<file path="config.mk">
export PLATFORM = sky130hd
export DESIGN_NAME = propositional_logic_lexer
export DESIGN_NICKNAME = d
export VERILOG_FILES = /design/src/sv/plex_pkg.sv /design/src/sv/plex_front.sv /design/src/sv/plex_queue.sv /design/src/sv/plex_back.sv /design/src/sv/propositional_logic_lexer.sv
export SDC_FILE = /design/constraint.sdc
export NUM_CORES = 1
export LEC_CHECK = 0
export CAP_MARGIN = 20
export CORE_MARGIN = 2
export CORE_UTILIZATION = 25
export DETAILED_ROUTE_END_ITERATION = 7
export DONT_BUFFER_PORTS = 1
export PLACE_DENSITY = 0.47
export SYNTH_ARGS = -nofsm -noshare
export SYNTH_HDL_FRONTEND = slang
export SYNTH_SLANG_ARGS = --single-unit
</file>
<file path="constraint.sdc">
create_clock -name clk_i -period 10.9 [get_ports clk_i]
set_clock_uncertainty 0.05 [all_clocks]
set_input_delay 2.18 -clock clk_i [delete_from_list [all_inputs] [get_ports clk_i]]
set_output_delay 2.18 -clock clk_i [all_outputs]
set_load 0.01 [all_outputs]
</file>
<file path="src/sv/plex_pkg.sv">
// Shared types, character codes and helpers for the propositional logic lexer.
// Used by plex_front, plex_queue, plex_back and propositional_logic_lexer.
`timescale 1ns / 1ps
`default_nettype none

package plex_pkg;

  // Width of the internal character position counters.
  localparam int unsigned POS_BITS = 16;
  // Width of position and length fields on the result stream.
  localparam int unsigned OUT_POS_W = 16;
  // Bundles held between front and back.
  localparam int unsigned QDEPTH = 4;
  localparam int unsigned QPTR_W = $clog2(QDEPTH);
  // Most tokens one character can cause.
  localparam int unsigned MAX_TOK = 3;

  // Character codes.
  localparam logic [7:0] CH_TAB   = 8'h09;
  localparam logic [7:0] CH_NL    = 8'h0A;
  localparam logic [7:0] CH_SPACE = 8'h20;
  localparam logic [7:0] CH_BANG  = 8'h21;  // !
  localparam logic [7:0] CH_AMP   = 8'h26;  // &
  localparam logic [7:0] CH_LPAR  = 8'h28;  // (
  localparam logic [7:0] CH_RPAR  = 8'h29;  // )
  localparam logic [7:0] CH_MINUS = 8'h2D;  // -
  localparam logic [7:0] CH_DIG0  = 8'h30;
  localparam logic [7:0] CH_DIG9  = 8'h39;
  localparam logic [7:0] CH_LT    = 8'h3C;  // <
  localparam logic [7:0] CH_GT    = 8'h3E;  // >
  localparam logic [7:0] CH_UPA   = 8'h41;
  localparam logic [7:0] CH_UPZ   = 8'h5A;
  localparam logic [7:0] CH_UNDER = 8'h5F;  // _
  localparam logic [7:0] CH_LOA   = 8'h61;
  localparam logic [7:0] CH_LOZ   = 8'h7A;
  localparam logic [7:0] CH_PIPE  = 8'h7C;  // |

  typedef enum logic [2:0] {
    MODE_IDLE,
    MODE_NAME,
    MODE_MINUS,
    MODE_LT,
    MODE_LTMINUS,
    MODE_DROP
  } lex_mode_e;

  typedef enum logic [3:0] {
    TOK_VAR     = 4'd0,
    TOK_AND     = 4'd1,
    TOK_OR      = 4'd2,
    TOK_NOT     = 4'd3,
    TOK_IMPLIES = 4'd4,
    TOK_IFF     = 4'd5,
    TOK_LPAREN  = 4'd6,
    TOK_RPAREN  = 4'd7,
    TOK_END     = 4'd8,
    TOK_ERROR   = 4'd9
  } token_kind_e;

  typedef enum logic [2:0] {
    ERR_NONE         = 3'd0,
    ERR_BAD_ARROW    = 3'd1,
    ERR_DIGIT_FIRST  = 3'd2,
    ERR_INVALID_CHAR = 3'd3,
    ERR_TOO_LONG     = 3'd4
  } error_kind_e;

  typedef struct packed {
    token_kind_e           kind;
    error_kind_e           err;
    logic [OUT_POS_W-1:0]  pos;
    logic [OUT_POS_W-1:0]  len;
  } token_t;

  // All tokens caused by one character; cnt is 1..MAX_TOK.
  typedef struct packed {
    logic [1:0]              cnt;
    token_t [MAX_TOK-1:0]    tok;
  } bundle_t;

  typedef struct packed {
    logic full;
    logic empty;
  } q_status_t;

  // Position to output width: truncate or zero-extend.
  function automatic logic [OUT_POS_W-1:0] to_out(input logic [POS_BITS-1:0] p);
    logic [POS_BITS+OUT_POS_W-1:0] ext;
    ext = {{OUT_POS_W{1'b0}}, p};
    return ext[OUT_POS_W-1:0];
  endfunction

endpackage

`default_nettype wire

</file>
<file path="src/sv/plex_front.sv">
// Front end of the lexer: per-character mode machine and token bundle builder.
// Depends on plex_pkg.
`timescale 1ns / 1ps
`default_nettype none

module plex_front (
  input  wire logic              clk_i,
  input  wire logic              rst_ni,
  input  wire logic              accept_i,
  input  wire logic [7:0]        char_code_i,
  input  wire logic              last_char_i,
  output logic                   push_o,
  output plex_pkg::bundle_t      bundle_o
);

  localparam int unsigned PB = plex_pkg::POS_BITS;

  plex_pkg::lex_mode_e mode_q, mode_d, mode_mid;
  logic [PB-1:0] pos_q, pos_d;
  logic [PB-1:0] ident_start_q, ident_start_d, ident_start_mid;
  logic [PB-1:0] ident_len_q, ident_len_d, ident_len_mid;
  logic [PB-1:0] op_start_q, op_start_d, op_start_mid;
  logic          err_hit;

  logic c_ws, c_op1, c_arrow, c_digit, c_name, at_limit;
  plex_pkg::token_kind_e op1_kind;

  assign c_ws     = (char_code_i == plex_pkg::CH_SPACE) || (char_code_i == plex_pkg::CH_TAB)
                 || (char_code_i == plex_pkg::CH_NL);
  assign c_arrow  = (char_code_i == plex_pkg::CH_MINUS) || (char_code_i == plex_pkg::CH_LT);
  assign c_digit  = (char_code_i >= plex_pkg::CH_DIG0) && (char_code_i <= plex_pkg::CH_DIG9);
  assign c_name   = c_digit || (char_code_i == plex_pkg::CH_UNDER)
                 || ((char_code_i >= plex_pkg::CH_UPA) && (char_code_i <= plex_pkg::CH_UPZ))
                 || ((char_code_i >= plex_pkg::CH_LOA) && (char_code_i <= plex_pkg::CH_LOZ));
  assign at_limit = (pos_q == {PB{1'b1}});

  always_comb begin
    c_op1    = 1'b1;
    op1_kind = plex_pkg::TOK_RPAREN;
    unique case (char_code_i)
      plex_pkg::CH_AMP:  op1_kind = plex_pkg::TOK_AND;
      plex_pkg::CH_PIPE: op1_kind = plex_pkg::TOK_OR;
      plex_pkg::CH_BANG: op1_kind = plex_pkg::TOK_NOT;
      plex_pkg::CH_LPAR: op1_kind = plex_pkg::TOK_LPAREN;
      plex_pkg::CH_RPAR: op1_kind = plex_pkg::TOK_RPAREN;
      default:           c_op1 = 1'b0;
    endcase
  end

  // Mode and lexer state after this character, before end-of-text handling.
  always_comb begin
    mode_mid        = mode_q;
    err_hit         = 1'b0;
    ident_start_mid = ident_start_q;
    ident_len_mid   = ident_len_q;
    op_start_mid    = op_start_q;
    if (at_limit) begin
      err_hit = 1'b1;
    end else begin
      unique case (mode_q)
        plex_pkg::MODE_MINUS, plex_pkg::MODE_LTMINUS: begin
          if (char_code_i == plex_pkg::CH_GT) mode_mid = plex_pkg::MODE_IDLE;
          else err_hit = 1'b1;
        end
        plex_pkg::MODE_LT: begin
          if (char_code_i == plex_pkg::CH_MINUS) mode_mid = plex_pkg::MODE_LTMINUS;
          else err_hit = 1'b1;
        end
        plex_pkg::MODE_IDLE, plex_pkg::MODE_NAME: begin
          if (c_ws || c_op1) begin
            mode_mid = plex_pkg::MODE_IDLE;
          end else if (c_arrow) begin
            op_start_mid = pos_q;
            mode_mid = (char_code_i == plex_pkg::CH_MINUS) ? plex_pkg::MODE_MINUS
                                                          : plex_pkg::MODE_LT;
          end else if ((mode_q == plex_pkg::MODE_IDLE) && c_digit) begin
            err_hit = 1'b1;
          end else if (!c_name) begin
            err_hit = 1'b1;
          end else if (mode_q == plex_pkg::MODE_IDLE) begin
            ident_start_mid = pos_q;
            ident_len_mid   = PB'(1);
            mode_mid        = plex_pkg::MODE_NAME;
          end else begin
            ident_len_mid = ident_len_q + PB'(1);
          end
        end
        default: ;
      endcase
    end
  end

  // Next state.
  always_comb begin
    mode_d        = mode_q;
    pos_d         = pos_q;
    ident_start_d = ident_start_q;
    ident_len_d   = ident_len_q;
    op_start_d    = op_start_q;
    if (accept_i) begin
      if (mode_q == plex_pkg::MODE_DROP) begin
        if (last_char_i) begin
          mode_d = plex_pkg::MODE_IDLE;
          pos_d  = '0;
        end
      end else begin
        ident_start_d = ident_start_mid;
        ident_len_d   = ident_len_mid;
        op_start_d    = op_start_mid;
        if (last_char_i) begin
          mode_d = plex_pkg::MODE_IDLE;
          pos_d  = '0;
        end else if (err_hit) begin
          mode_d = plex_pkg::MODE_DROP;
        end else begin
          mode_d = mode_mid;
          pos_d  = pos_q + PB'(1);
        end
      end
    end
  end

  // Token bundle for this character.
  always_comb begin
    plex_pkg::token_t [plex_pkg::MAX_TOK-1:0] tok;
    logic [1:0] n;
    logic       arrow_pending;
    tok = '0;
    n   = 2'd0;
    arrow_pending = (mode_mid == plex_pkg::MODE_MINUS) || (mode_mid == plex_pkg::MODE_LT)
                 || (mode_mid == plex_pkg::MODE_LTMINUS);
    if (at_limit) begin
      tok[n] = '{plex_pkg::TOK_ERROR, plex_pkg::ERR_TOO_LONG, plex_pkg::to_out(pos_q), '0};
      n = n + 2'd1;
    end else begin
      unique case (mode_q)
        plex_pkg::MODE_MINUS: begin
          if (char_code_i == plex_pkg::CH_GT) begin
            tok[n] = '{plex_pkg::TOK_IMPLIES, plex_pkg::ERR_NONE,
                       plex_pkg::to_out(op_start_q), '0};
          end else begin
            tok[n] = '{plex_pkg::TOK_ERROR, plex_pkg::ERR_BAD_ARROW,
                       plex_pkg::to_out(op_start_q), '0};
          end
          n = n + 2'd1;
        end
        plex_pkg::MODE_LTMINUS: begin
          if (char_code_i == plex_pkg::CH_GT) begin
            tok[n] = '{plex_pkg::TOK_IFF, plex_pkg::ERR_NONE,
                       plex_pkg::to_out(op_start_q), '0};
          end else begin
            tok[n] = '{plex_pkg::TOK_ERROR, plex_pkg::ERR_BAD_ARROW,
                       plex_pkg::to_out(op_start_q), '0};
          end
          n = n + 2'd1;
        end
        plex_pkg::MODE_LT: begin
          if (char_code_i != plex_pkg::CH_MINUS) begin
            tok[n] = '{plex_pkg::TOK_ERROR, plex_pkg::ERR_BAD_ARROW,
                       plex_pkg::to_out(op_start_q), '0};
            n = n + 2'd1;
          end
        end
        plex_pkg::MODE_IDLE, plex_pkg::MODE_NAME: begin
          if (c_ws || c_op1 || c_arrow) begin
            if (mode_q == plex_pkg::MODE_NAME) begin
              tok[n] = '{plex_pkg::TOK_VAR, plex_pkg::ERR_NONE,
                         plex_pkg::to_out(ident_start_q), plex_pkg::to_out(ident_len_q)};
              n = n + 2'd1;
            end
            if (c_op1) begin
              tok[n] = '{op1_kind, plex_pkg::ERR_NONE, plex_pkg::to_out(pos_q), '0};
              n = n + 2'd1;
            end
          end else if ((mode_q == plex_pkg::MODE_IDLE) && c_digit) begin
            tok[n] = '{plex_pkg::TOK_ERROR, plex_pkg::ERR_DIGIT_FIRST,
                       plex_pkg::to_out(pos_q), '0};
            n = n + 2'd1;
          end else if (!c_name) begin
            tok[n] = '{plex_pkg::TOK_ERROR, plex_pkg::ERR_INVALID_CHAR,
                       plex_pkg::to_out(pos_q), '0};
            n = n + 2'd1;
          end
        end
        default: ;
      endcase
    end
    // End of text: report a pending arrow as an error, or close a pending name and add the end token.
    if (last_char_i && !err_hit) begin
      if (arrow_pending) begin
        tok[n] = '{plex_pkg::TOK_ERROR, plex_pkg::ERR_BAD_ARROW,
                   plex_pkg::to_out(op_start_mid), '0};
        n = n + 2'd1;
      end else begin
        if (mode_mid == plex_pkg::MODE_NAME) begin
          tok[n] = '{plex_pkg::TOK_VAR, plex_pkg::ERR_NONE,
                     plex_pkg::to_out(ident_start_mid), plex_pkg::to_out(ident_len_mid)};
          n = n + 2'd1;
        end
        tok[n] = '{plex_pkg::TOK_END, plex_pkg::ERR_NONE,
                   plex_pkg::to_out(pos_q + PB'(1)), '0};
        n = n + 2'd1;
      end
    end
    bundle_o.tok = tok;
    bundle_o.cnt = n;
    push_o = accept_i && (mode_q != plex_pkg::MODE_DROP) && (n != 2'd0);
  end

  always_ff @(posedge clk_i or negedge rst_ni) begin
    if (!rst_ni) begin
      mode_q        <= plex_pkg::MODE_IDLE;
      pos_q         <= '0;
      ident_start_q <= '0;
      ident_len_q   <= '0;
      op_start_q    <= '0;
    end else begin
      mode_q        <= mode_d;
      pos_q         <= pos_d;
      ident_start_q <= ident_start_d;
      ident_len_q   <= ident_len_d;
      op_start_q    <= op_start_d;
    end
  end

endmodule

`default_nettype wire

</file>
<file path="src/sv/plex_queue.sv">
// Small register queue of token bundles between lexer front and back.
// Depends on plex_pkg.
`timescale 1ns / 1ps
`default_nettype none

module plex_queue (
  input  wire logic               clk_i,
  input  wire logic               rst_ni,
  input  wire logic               push_i,
  input  plex_pkg::bundle_t       push_data_i,
  input  wire logic               pop_i,
  output plex_pkg::bundle_t       head_o,
  output plex_pkg::q_status_t     status_o
);

  localparam int unsigned PW = plex_pkg::QPTR_W;

  plex_pkg::bundle_t   entries_q [plex_pkg::QDEPTH];
  logic [PW-1:0]       wr_ptr_q, wr_ptr_d, rd_ptr_q, rd_ptr_d;
  logic [PW:0]         count_q, count_d;

  assign head_o         = entries_q[rd_ptr_q];
  assign status_o.full  = (count_q == (PW+1)'(plex_pkg::QDEPTH));
  assign status_o.empty = (count_q == '0);

  always_comb begin
    wr_ptr_d = push_i ? wr_ptr_q + PW'(1) : wr_ptr_q;
    rd_ptr_d = pop_i  ? rd_ptr_q + PW'(1) : rd_ptr_q;
    count_d  = count_q + (PW+1)'(push_i) - (PW+1)'(pop_i);
  end

  always_ff @(posedge clk_i or negedge rst_ni) begin
    if (!rst_ni) begin
      wr_ptr_q <= '0;
      rd_ptr_q <= '0;
      count_q  <= '0;
    end else begin
      wr_ptr_q <= wr_ptr_d;
      rd_ptr_q <= rd_ptr_d;
      count_q  <= count_d;
    end
  end

  always_ff @(posedge clk_i) begin
    if (push_i) begin
      entries_q[wr_ptr_q] <= push_data_i;
    end
  end

endmodule

`default_nettype wire

</file>
<file path="src/sv/plex_back.sv">
// Back end of the lexer: serializes token bundles into the output register.
// Depends on plex_pkg.
`timescale 1ns / 1ps
`default_nettype none

module plex_back (
  input  wire logic               clk_i,
  input  wire logic               rst_ni,
  input  plex_pkg::bundle_t       head_i,
  input  plex_pkg::q_status_t     status_i,
  output logic                    pop_o,
  input  wire logic               out_ready_i,
  output logic                    out_valid_o,
  output plex_pkg::token_t        out_tok_o,
  output logic                    out_last_o
);

  logic             valid_q, valid_d;
  plex_pkg::token_t tok_q, tok_d;
  logic             last_q, last_d;
  logic [1:0]       idx_q, idx_d;
  logic             load, at_end;

  assign load   = !valid_q || out_ready_i;
  assign at_end = (idx_q == (head_i.cnt - 2'd1));

  always_comb begin
    valid_d = valid_q;
    tok_d   = tok_q;
    last_d  = last_q;
    idx_d   = idx_q;
    pop_o   = 1'b0;
    if (load) begin
      valid_d = !status_i.empty;
      if (!status_i.empty) begin
        tok_d  = head_i.tok[idx_q];
        last_d = at_end;
        pop_o  = at_end;
        idx_d  = at_end ? 2'd0 : idx_q + 2'd1;
      end
    end
  end

  always_ff @(posedge clk_i or negedge rst_ni) begin
    if (!rst_ni) begin
      valid_q <= 1'b0;
      idx_q   <= 2'd0;
    end else begin
      valid_q <= valid_d;
      idx_q   <= idx_d;
    end
  end

  always_ff @(posedge clk_i) begin
    tok_q  <= tok_d;
    last_q <= last_d;
  end

  assign out_valid_o = valid_q;
  assign out_tok_o   = tok_q;
  assign out_last_o  = last_q;

endmodule

`default_nettype wire

</file>
<file path="src/sv/propositional_logic_lexer.sv">
// Top level of the propositional logic lexer: front, bundle queue and back.
// Depends on plex_pkg, plex_front, plex_queue and plex_back.
// A token passes through the bundle queue and the back end's output register before it is valid.
// Throughput: one character per cycle while the queue has a free slot; a character causing k tokens
// sends them out one at a time through the single output register in the back end.
// A four-bundle queue lets the front keep taking characters meanwhile.
// Reset (rst_ni low, asynchronous) returns the lexer to idle at position zero
// and empties the queue and output register.
`timescale 1ns / 1ps
`default_nettype none

module propositional_logic_lexer (
  input  wire logic        clk_i,
  input  wire logic        rst_ni,
  // Character stream
  input  wire logic        s_axis_tvalid_i,
  output logic             s_axis_tready_o,
  input  wire logic [7:0]  s_axis_tdata_i,   // [7:0] char_code
  input  wire logic        s_axis_tlast_i,   // last_char
  // Token stream
  output logic             m_axis_tvalid_o,
  input  wire logic        m_axis_tready_i,
  output logic [39:0]      m_axis_tdata_o,   // [2:0] error_kind, [18:3] start_pos,
                                             // [34:19] span_len, [39:35] zero
  output logic [3:0]       m_axis_tuser_o,   // [3:0] token_kind
  output logic             m_axis_tlast_o    // last_of_run
);

  plex_pkg::bundle_t   bundle;
  plex_pkg::bundle_t   head;
  plex_pkg::q_status_t status;
  plex_pkg::token_t    out_tok;
  logic                push, pop, accept;

  // The front only waits when the queue has no free slot.
  assign s_axis_tready_o = !status.full;
  assign accept          = s_axis_tvalid_i && s_axis_tready_o;

  plex_front u_front (
    .clk_i       (clk_i),
    .rst_ni      (rst_ni),
    .accept_i    (accept),
    .char_code_i (s_axis_tdata_i),
    .last_char_i (s_axis_tlast_i),
    .push_o      (push),
    .bundle_o    (bundle)
  );

  plex_queue u_queue (
    .clk_i       (clk_i),
    .rst_ni      (rst_ni),
    .push_i      (push),
    .push_data_i (bundle),
    .pop_i       (pop),
    .head_o      (head),
    .status_o    (status)
  );

  plex_back u_back (
    .clk_i       (clk_i),
    .rst_ni      (rst_ni),
    .head_i      (head),
    .status_i    (status),
    .pop_o       (pop),
    .out_ready_i (m_axis_tready_i),
    .out_valid_o (m_axis_tvalid_o),
    .out_tok_o   (out_tok),
    .out_last_o  (m_axis_tlast_o)
  );

  // Pack the token fields onto the bus.
  assign m_axis_tuser_o = out_tok.kind;
  assign m_axis_tdata_o = {5'd0, out_tok.len, out_tok.pos, out_tok.err};

endmodule

`default_nettype wire

</file>
### After elaboration in Yosys (flattened, before gate mapping)

Memories as Yosys holds them, arrays and structs flattened.
Index checks and enable logic that the tools add are counted.

* bits in registers: 117
* RAM bits: 476
* output and inout bits: 47
* word-level logic and storage cells: 206
* memories: 1

* add/sub/neg operators: 11
* magnitude comparators: 13
* equality and inequality tests: 28
* muxes and demuxes: 100
* bitwise gates (word level): 2
* reductions and logical operators: 36

Memories
* u_queue.entries_q: words 4, width 119, rd ports 1, clocked after memory_dff 0, write ports 1, line plex_queue.sv:18 `plex_pkg::bundle_t entries_q [plex_pkg::QDEPTH];`

Operators with widths (number)
* 117-bit 2-to-1 mux: 6
* 39-bit 2-to-1 mux: 14
* 117-bit bitwise mux: 4
* 16-bit 2-to-1 mux: 22
* 39-bit demux with 2-bit select: 3
* 78-bit 2-to-1 mux: 3
* 39-bit case mux with 4 select lines: 1
* 39-bit binary-select mux with 2-bit select: 1
* 8-bit by 6-bit equality test with 1-bit output (second input constant): 8
* 3-bit 2-to-1 mux: 12
* 16-bit by 1-bit adder with 16-bit output (second input constant): 2
* 32-bit 2-to-1 mux: 1
* 2-bit 2-to-1 mux: 12
* 1-bit 2-to-1 mux: 17
* 16-bit equality test (second input constant): 1
* 8-bit by 4-bit equality test with 1-bit output (second input constant): 2
* 8-bit by 7-bit equality test with 1-bit output (second input constant): 2
* 8-bit by 7-bit >= comparator with 1-bit output (second input constant): 2
* 8-bit by 7-bit <= comparator with 1-bit output (second input constant): 2
* 2-bit by 1-bit adder with 2-bit output (second input constant): 6
* 3-bit by 2-bit equality test with 1-bit output (second input constant): 4
* 3-bit equality test (second input constant): 4
* 2-bit by 3-bit < comparator with 1-bit output (second input constant): 4
* 3-bit case mux with 4 select lines: 1
* 24 further kinds: 56

### Depth between registers and ports, before layout

Gate-level depths: netlist of run 1.

* depth in word-level cells: 24
* gate-level depth with buffers: 20
* gate-level depth less buffers: 19

### By module

Synthesis of run 1 repeated with hierarchy kept, for this count alone.

* cell total of the unflattened synthesis: 1899
* area, all modules: 27601.5 µm²

Modules (own cells, without submodules)
* plex_queue: times used 1, cells an instance 656, area an instance 17600.6 µm², sequential area each 14468.9 µm²
* plex_front: times used 1, cells an instance 1044, area an instance 7744.9 µm², sequential area each 1676.6 µm²
* plex_back: times used 1, cells an instance 191, area an instance 2204.6 µm², sequential area each 1276.2 µm²
* propositional_logic_lexer: times used 1, cells an instance 8, area an instance 51.3 µm², sequential area each 0.0 µm²

### Least setup slack after synthesis of run 1

No wires, ideal clock.

* path kind: input -> register
* from: input s_axis_tdata_i[4]
* to: memory u_queue.entries_q[0][0] (netlist name) (enable)
* library setup time: 0.584 ns
* data arrival time: 9.906 ns
* required time: 10.266 ns
* path slack: 0.360 ns
* stages on the path: 12
* buffers on the path: 1
* cells stage by stage: buf_2 or4b_1 or4_4 and3_4 nand2_1 nand3_1 ha_1 o21a_1 ha_1 mux2i_1 o31ai_4 nor2_1

* word-level cells in the longest chain between the ends: 22
* elaborated cells on any way between the ends: 76
* classes of those cells: add/sub (2); order compare (6); eq/ne (17); mux (32); reduce/logical (19)

RTL lines
* from (decl): line propositional_logic_lexer.sv:18 `input wire logic [7:0] s_axis_tdata_i,`
* 8-bit by 6-bit >= comparator with 1-bit output or 8-bit by 6-bit <= comparator with 1-bit output (tied branches): line plex_front.sv:31 `assign c_digit = (char_code_i >= plex_pkg::CH_DIG0) && (char_code_i <= plex_pkg::CH_DIG9);`
* 1-bit logical AND: line plex_front.sv:31
* 1-bit logical OR: line plex_front.sv:32 `assign c_name = c_digit || (char_code_i == plex_pkg::CH_UNDER)`
* 1-bit logical OR: line plex_front.sv:33 `|| ((char_code_i >= plex_pkg::CH_UPA) && (char_code_i <= plex_pkg::CH_UPZ))`
* 1-bit logical OR: line plex_front.sv:34 `|| ((char_code_i >= plex_pkg::CH_LOA) && (char_code_i <= plex_pkg::CH_LOZ));`
* 3-bit 2-to-1 mux: line plex_front.sv:78 `end else if (!c_name) begin`
* 3-bit 2-to-1 mux: line plex_front.sv:76 `end else if ((mode_q == plex_pkg::MODE_IDLE) && c_digit) begin`
* 3-bit 2-to-1 mux: line plex_front.sv:72 `end else if (c_arrow) begin`
* [... 6 more ...]
* 2-bit 2-to-1 mux: line plex_front.sv:189 `if (last_char_i && !err_hit) begin`
* 2-bit by 1-bit adder with 2-bit output: line plex_front.sv:202 `n = n + 2'd1;`
* 2-bit 2-to-1 mux: line plex_front.sv:190 `if (arrow_pending) begin`
* 2-bit 2-to-1 mux *: line plex_front.sv:189
* 2-bit nonzero test *: line plex_front.sv:207 `push_o = accept_i && (mode_q != plex_pkg::MODE_DROP) && (n != 2'd0);`
* 1-bit logical AND *: line plex_front.sv:207
* 1-bit 2-to-1 mux *: line plex_queue.sv:45 `if (push_i) begin`
* 1-bit 2-to-1 mux (not written as such) *: line plex_queue.sv:46 `entries_q[wr_ptr_q] <= push_data_i;`
* to (decl): line plex_queue.sv:18

Mark *: on every way between the ends. The rest lies on a longest branch, timed or not. The select of a mux whose other input is x is not followed.

==> flow_metrics.py, run 1 <==
metrics = {
    "min_path": {
        "hp-start": "u_front.ident_len_q[10]$_DFFE_PN0P_",
        "hold_end": "u_front.ident_len_q[10]$_DFFE_PN0P_",
        "hp-class": "flip-flop to flip-flop",
        "min_delay_path_depth": 2,
    },
    "setup_path": {
        "critPathMaxFanout": 26,
        "cp-end-kind": "flip-flop",
        "max_stage_delay_ns": 0.90,
        "worstSetupPathType": "input pin to flip-flop",
        "path_buf_inv": 2,
        "arrival_ns": 7.12,
        "r2r_start": "u_front.pos_q[0]$_DFFE_PN0P_",
        "slowest_stage": "o211ai_4",
        "critical-path-top-delay-family": "compound AO/OA/AOI/OAI gates",
        "cp_common_cell": "inv_1",
        "r2r_cells": 14,
        "rrSetupSlack_ns": 4.31,
        "rr_endpoint": "u_queue.entries_q[0][27]$_DFFE_PP_",
        "crit_chain": "and4bb_2 > and4_1 > o211ai_4 > and3_1 > o211a_1 > nor2_2 > nor2_1 > inv_1 > ha_1 > inv_1 > nand2_1 > o21ai_0",
        "crit_required_ns": 11.18,
        "start_kind": "input pin",
    },
    "die": {
        "chipHeight_um": 328,
        "fp.coreArea_um2": 104000,
        "die_area_um2": 108000,
        "initial_core_util_pct": 25.3,
        "core.rowCount": 118,
        "die_w_um": 328,
        "io_pins": 60,
    },
    "routing": {
        "via_count": 16200,
        "vias_per_cell": 5.04,
        "drt_wl_total_um": 78400,
        "drc": 0,
        "ant_nets": 0,
        "routedWlPerCell_um": 24.3,
        "dr.pass1.iters": 5,
        "drt-initial-drc-count": 1422,
    },
    "cts": {
        "clock_latency_ns": 0.65,
        "clock_path_buffers": 3,
        "cts_sinks": 565,
        "cts_resized": 0,
        "cts_tree": "yes",
        "cts_root_buffer": "clkbuf_16",
        "ctsHoldBuffers": 0,
        "cts_buffers": 60,
        "post-cts-setup-buffer-count": 0,
        "cts.reportedPaths.clkPinSlew_ns": 0.06,
        "h-tree-depth": 2,
    },
    "pwr": {
        "combPwrFrac_pct": 32.0,
        "p_per_area_nw_per_um2": 258,
        "clockPowerShare_pct": 26.3,
        "seqPwrFrac_pct": 41.7,
        "internal-power_mw": 4.96,
        "peakVddDrop_uv": 134,
        "p_leak_nw": 10.2,
        "switching_share_pct": 35.4,
        "switchingPower_mw": 2.72,
    },
    "synthesis": {
        "synth_edf_count": 488,
        "syn_avg_cell_area_um2": 14.4,
        "ys_ff_latch": 565,
        "syn_inst": 1820,
        "yosys_warnings": 0,
        "synth_ff_type": "edfxtp_1",
        "synth_area_um2": 26200,
        "ys_types": 99,
        "synthArstFlopShare_pct": 13.6,
        "synth_seq_area_share_pct": 63.2,
    },
    "cells_and_area": {
        "fin_nets": 1820,
        "syn_to_final_growth_pct": 13.5,
        "drive_above_1_share_pct": 17.0,
    },
    "global_routing": {
        "grt_usage_pct": 14.5,
        "met1_usage_pct": 19.5,
        "antenna_found_initial": 1,
        "grtUsageMet2_pct": 23.4,
        "grt_first_pass_wirelength_um": 115000,
        "grtUsageMet3_pct": 2.23,
        "grt_max_degree": 100,
        "busiest_layer": "met2",
        "globalRouteOverflowTotal": 0,
        "grt_pass1_vias": 16700,
    },
    "status": {
        "status": "complete, no violations",
    },
    "sta": {
        "fmax_mhz": 146,
        "maxSlewViolCount": 0,
        "fin_tns_setup_ns": 0,
        "finalCritPeriodShare_pct": 62.7,
        "fin_ws_ns": 4.06,
        "tightest_slew_ns": 1.25,
        "hold_viol": 0,
        "setup_violations": 0,
        "rsz0062_at_grt": "no",
        "slew_headroom_pct": 16.0,
        "final.min_clock_period_ns": 6.84,
    },
    "placed_design": {
        "io_buffers": 0,
        "dp_hpwl_um": 50300,
        "place_congestion": 0.887,
        "place_ws_ns": 3.40,
    },
    "run": {
        "maxCapViolCount": 0,
    },
}
## cells in the mapped netlist (27+ instances only)
library cell / instances / area (µm²)
mux4_2: 112 / 2520
mux2i_1: 64 / 641
inv_1: 72 / 270
edfxtp_1: 488 / 14700
clkbuf_1: 79 / 297
o21ai_0: 100 / 500
nor2_1: 91 / 342
a21oi_1: 41 / 205
nand3_1: 37 / 185
dfrtp_1: 77 / 1930
o22ai_1: 40 / 250
nor3_1: 27 / 135
nand2_1: 149 / 559
## cell usage in the layout (no fill, tap or decap), types with 8 or more instances in the layout
master | netlist | final
mux2_2 | 25 | 25
o221ai_1 | 12 | 12
nand3_1 | 37 | 37
a2bb2o_1 | 8 | 8
o2bb2ai_1 | 8 | 8
ha_1 | 15 | 15
nand4_1 | 15 | 15
mux2i_1 | 64 | 64
buf_4 | 15 | 30
xor2_1 | 15 | 15
a221oi_1 | 17 | 17
a22oi_1 | 18 | 18
edfxtp_1 | 488 | 488
clkbuf_16 | 0 | 60
nor4_1 | 8 | 8
xnor2_1 | 12 | 12
o21ai_0 | 100 | 100
a21oi_1 | 41 | 40
o22ai_1 | 40 | 40
dfrtp_1 | 77 | 73
inv_1 | 72 | 72
and3_1 | 13 | 13
clkinv_2 | 0 | 12
nand2_1 | 149 | 148
a21o_1 | 8 | 8
nor3_1 | 27 | 27
a22o_1 | 10 | 10
nand2b_1 | 10 | 9
and2_1 | 8 | 8
mux4_2 | 112 | 112
clkinv_1 | 0 | 8
nor2_1 | 91 | 87
o21a_1 | 8 | 8
and4_1 | 9 | 9
o31ai_1 | 15 | 14
clkbuf_1 | 79 | 14
## worst register-to-register path, cell delays in order (launching register included)
cell	delay, ns
dfrtp_1	0.74
ha_1	0.46
and4_1	0.33
nand4_2	0.42
inv_1	0.61
o21ai_0	0.40
o21ai_0	0.39
o211a_1	0.43
nor2_2	0.14
nor2_1	0.16
inv_1	0.08
ha_1	0.42
inv_1	0.51
nand2_1	0.42
o21ai_0	0.74
## registers in the layout, indices dropped and copies added, names as in the netlist
| signal | cells |
|---|---|
| u_back.out_last_o | 1 |
| u_queue.entries_q | 448 |
| u_queue.wr_ptr_q | 2 |
| u_queue.rd_ptr_q | 2 |
| u_back.out_valid_o | 1 |
| u_front.ident_len_q | 16 |
| u_front.op_start_q | 16 |
| u_front.ident_start_q | 16 |
| u_front.mode_q | 3 |
| u_queue.count_q | 3 |
| u_front.pos_q | 16 |
| u_back.idx_q | 2 |
| u_back.out_tok_o | 39 |
## final cells by class
type	instances	area, µm²
Clock buffer	76	1580
Timing Repair Buffer	36	345
Multi-Input combinational cell	1053	8870
Sequential cell	565	16600
Tap cell	1380	1730
Antenna cell	1	2.50
Inverter	75	282
Clock inverter	35	373
Fill cell	10300	74000
## metal layers
layer	vias up	share of wire [%]
li1	7118	-
met2	562	47
met4	0	3.8
met5	-	0
met3	178	5.6
met1	8363	44
## stage by stage
stage	area (µm²)	hold slack [ns]	std cells	util [%]	total power [mW]
after floorplan	26300	0.400	1824	-	4.85
after global placement	27800	0.413	3107	26.8	5.74
after detailed placement	27800	0.421	3109	26.8	5.78
after CTS	29800	0.435	3220	28.7	7.82
after global routing	29800	0.487	3220	28.7	8.08
final	29800	0.442	3221	28.7	7.68
## how the worst max path moves through the flow
stage | startpoint | slack [ns] | end | depth (start not counted)
detailed placement | s_axis_tdata_i[7] | 3.40 | u_queue.entries_q[3][66]$_DFFE_PP_ | 13
global placement | s_axis_tdata_i[7] | 3.16 | u_queue.entries_q[0][103]$_DFFE_PP_ | 12
CTS | s_axis_tdata_i[7] | 4.09 | u_queue.entries_q[3][81]$_DFFE_PP_ | 13
finish | s_axis_tdata_i[7] | 4.06 | u_queue.entries_q[0][27]$_DFFE_PP_ | 12
floorplan | s_axis_tdata_i[4] | 0.36 | u_queue.entries_q[0][0]$_DFFE_PP_ | 12
global route | s_axis_tdata_i[7] | 3.82 | u_queue.entries_q[3][31]$_DFFE_PP_ | 13
## cells by family after synthesis
group,count (synthesis),synth area share [%]
AOI/OAI and AO/OA,385,10.5
muxes,203,13.3
xor gates and xnor gates,27,0.901
DFF,565,63.2
and+or+nand+nor,417,8.02
other,1,0.0143
buffers and inverters,206,3.30
adders and majority gates,16,0.792
## power groups by stage
stage	Sequential [mW]	Clock, mW	Combinational [mW]
floorplan	3.13	0	1.72
finish	3.21	2.02	2.46
global placement	3.26	0	2.49
global route	3.26	2.16	2.65
CTS	3.23	2.08	2.51
detailed placement	3.27	0	2.51
(Power assumes the default switching activity.)
==> inputs of run 2 (changes only) <==
Settings changed: ABC_AREA set to 1.
Clock period 10.9 ns to 6.4 ns, I/O delays scaled along.
==> run 2 against run 1 <==
Net effect:
- via count rose by 24%
- flip-flop and latch count did not move
- combinational power rose by 130%
- synthesized cell count rose by 50%
- routed wire length rose by 8.1%
- global-route usage rose by 0.84 points
- area after synthesis rose by 2.0%
- cell area rose by 2.8%
- critical path depth did not move
- critical path type is now flip-flop to flip-flop
- critical endpoint is now u_queue.count_q[2]$_DFF_PN0_
- largest power group unchanged
==> flow_metrics.py, run 2 <==
metrics = {
    "status": {
        "status": "complete, no violations",
    },
    "cts": {
        "cts_root_buffer": "clkbuf_16",
        "ctsHoldBuffers": 0,
        "h-tree-depth": 3,
        "clock_latency_ns": 0.61,
        "post-cts-setup-buffer-count": 0,
        "cts_resized": 0,
        "cts_sinks": 565,
        "cts_buffers": 66,
        "cts_tree": "yes",
        "clock_path_buffers": 3,
        "cts.reportedPaths.clkPinSlew_ns": 0.06,
    },
    "synthesis": {
        "synthArstFlopShare_pct": 13.6,
        "yosys_warnings": 0,
        "synth_seq_area_share_pct": 62.0,
        "syn_avg_cell_area_um2": 9.77,
        "yosysMostFrequentCell": "edfxtp_1",
        "yosysTopAreaCellShare_pct": 54.8,
        "ys_ff_latch": 565,
        "synth_top_cells_by_count": "488 x edfxtp_1, 476 x nand2_1, 409 x nor2_1",
        "synth_area_um2": 26700,
        "ys_types": 54,
        "synth_edf_count": 488,
        "yosysTopAreaCell": "edfxtp_1",
        "synth_ff_type": "edfxtp_1",
        "synth_area_leaders": "edfxtp_1 55%, o21ai_0 7.6%, dfrtp_1 7.2%, nand2_1 6.7%, nor2_1 5.7%",
        "syn_inst": 2739,
    },
    "routing": {
        "vias_per_cell": 4.86,
        "via_count": 20200,
        "drt-initial-drc-count": 1808,
        "dr.pass1.iters": 6,
        "routedWlPerCell_um": 20.4,
        "drc": 0,
        "ant_nets": 0,
        "drt_wl_total_um": 84800,
    },
    "setup_path": {
        "max_stage_delay_ns": 0.98,
        "arrival_ns": 5.43,
        "critPathMaxFanout": 65,
        "cp-end-kind": "flip-flop",
        "slowest_stage": "clkinv_2",
        "crit_chain": "clkinv_2 > a32oi_1 > xor2_1 > o21bai_1 > nand2_1 > nor2_1 > ha_1 > inv_1 > ha_1 > inv_1 > fa_1 > xnor2_1",
        "worstSetupPathType": "flip-flop to flip-flop",
        "start_kind": "flip-flop",
        "crit_required_ns": 6.82,
        "critical-path-top-delay-family": "buffers and inverters",
        "path_buf_inv": 3,
    },
    "sta": {
        "maxSlewViolCount": 0,
        "rsz0062_at_grt": "no",
        "setup_violations": 0,
        "tightest_slew_ns": 1.13,
        "finalCritPeriodShare_pct": 78.2,
        "hold_viol": 0,
        "fin_ws_ns": 1.39,
        "final.min_clock_period_ns": 5.01,
        "whs_ns": 0.345,
        "fmax_mhz": 200,
        "slew_headroom_pct": 23.7,
    },
    "die": {
        "initial_core_util_pct": 25.3,
        "core.rowCount": 119,
        "io_pins": 60,
        "die_area_um2": 110000,
        "die_w_um": 331,
        "fp.coreArea_um2": 106000,
        "chipHeight_um": 331,
    },
    "cells_and_area": {
        "largest_reg_flops": 448,
        "final_cell_mix": "488 x edfxtp_1, 476 x nand2_1, 408 x o21ai_0",
        "fin_nets": 2742,
        "syn_to_final_growth_pct": 14.4,
        "instances_no_fill": 4155,
        "top_register": "u_queue.entries_q",
        "drive_above_1_share_pct": 8.22,
        "finalCoreUtilization_pct": 28.9,
        "layout_commonest_cell": "edfxtp_1",
    },
    "pwr": {
        "combPwrFrac_pct": 37.7,
        "p_leak_nw": 10.8,
        "seqPwrFrac_pct": 37.8,
        "p_per_area_nw_per_um2": 488,
        "clockPowerShare_pct": 24.4,
        "internal-power_mw": 8.76,
        "switching_share_pct": 41.3,
        "peakVddDrop_uv": 282,
        "switchingPower_mw": 6.17,
    },
    "global_routing": {
        "grt_first_pass_wirelength_um": 127000,
        "antenna_found_initial": 5,
        "grt_usage_pct": 15.3,
        "grt_pass1_vias": 19000,
        "globalRouteOverflowTotal": 0,
        "grt_max_degree": 197,
    },
    "run": {
        "maxCapViolCount": 0,
    },
    "min_path": {
        "hp-class": "input pin to asynchronous set/reset pin",
    },
    "placed_design": {
        "dp_hpwl_um": 55300,
        "io_buffers": 0,
        "place_congestion": 0.893,
        "place_ws_ns": 1.01,
        "dpl.cell_count": 4036,
    },
}
run 2: metal layers:
| metal | vias up | wire length [µm] | track usage (%) |
|---|---|---|---|
| li1 | 9567 | - | - |
| met1 | 9899 | 41000 | 22.9 |
| met2 | 614 | 37100 | 23.1 |
| met3 | 99 | 5160 | 2.48 |
| met4 | 0 | 1520 | 3.64 |
| met5 | - | 0 | 0 |
run 2: worst reg2reg max path: stages (launching register included):
cell,delay [ns]
dfrtp_4,0.96
clkinv_2,1.00
a32oi_1,0.89
xor2_1,0.24
o21bai_1,0.14
nand2_1,0.09
nor2_1,0.44
ha_1,0.33
inv_1,0.05
ha_1,0.13
inv_1,0.05
fa_1,0.40
xnor2_1,0.13
run 2: per-stage QoR:
step / TNS (ns) / power [mW] / cell area (µm²)
after floorplan: -262.53 / 9.23 / 26800
after global placement: 0 / 11.4 / 28500
after detailed placement: 0 / 11.4 / 28500
after CTS: 0 / 15.1 / 30600
after global routing: 0 / 15.9 / 30600
final: 0 / 14.9 / 30600
run 2: final cells by class:
cell class / instances / area (µm²)
Antenna cell: 3 / 7.51
Clock inverter: 37 / 335
Tap cell: 1391 / 1740
Inverter: 175 / 663
Clock buffer: 79 / 1720
Multi-Input combinational cell: 1847 / 8960
Fill cell: 11000 / 75100
Sequential cell: 565 / 16600
Timing Repair Buffer: 58 / 583
run 2: cells by family after synthesis:
| group | share of synthesized area (%) |
|---|---|
| AO/OA/AOI/OAI | 14.5 |
| XOR/XNOR | 0.589 |
| adder cells (fa/ha/maj) | 0.776 |
| buffers and inverters | 4.86 |
| flip-flops | 62.0 |
| multiplexers | 0.187 |
| other | 0.0140 |
| AND/OR/NAND/NOR | 17.1 |
run 2: power by group through the flow:
| stage | registers, mW | clock network, mW | logic [mW] |
|---|---|---|---|
| after CTS | 5.66 | 3.74 | 5.69 |
| after detailed placement | 5.73 | 0 | 5.68 |
| after global routing | 5.73 | 3.90 | 6.25 |
| after floorplan | 5.55 | 0 | 3.67 |
| final | 5.65 | 3.65 | 5.64 |
| after global placement | 5.73 | 0 | 5.69 |
run 2: final timing paths:
path                                                        end                                from  slack (ns)  depth (start not counted)
min in group clk_i           u_front.op_start_q[13]$_DFFE_PN0P_  u_front.op_start_q[13]$_DFFE_PN0P_        0.44                          2
setup reg to reg                   u_queue.count_q[2]$_DFF_PN0_     u_queue.rd_ptr_q[1]$_DFFE_PN0P_        1.39                         12
hold / removal             u_front.ident_start_q[6]$_DFFE_PN0P_                              rst_ni        0.34                          0
setup / recovery                   u_queue.count_q[2]$_DFF_PN0_     u_queue.rd_ptr_q[1]$_DFFE_PN0P_        1.39                         12
hold reg to reg              u_front.op_start_q[13]$_DFFE_PN0P_  u_front.op_start_q[13]$_DFFE_PN0P_        0.44                          2
max in group asynchronous   u_front.ident_len_q[15]$_DFFE_PN0P_                              rst_ni        5.74                          0
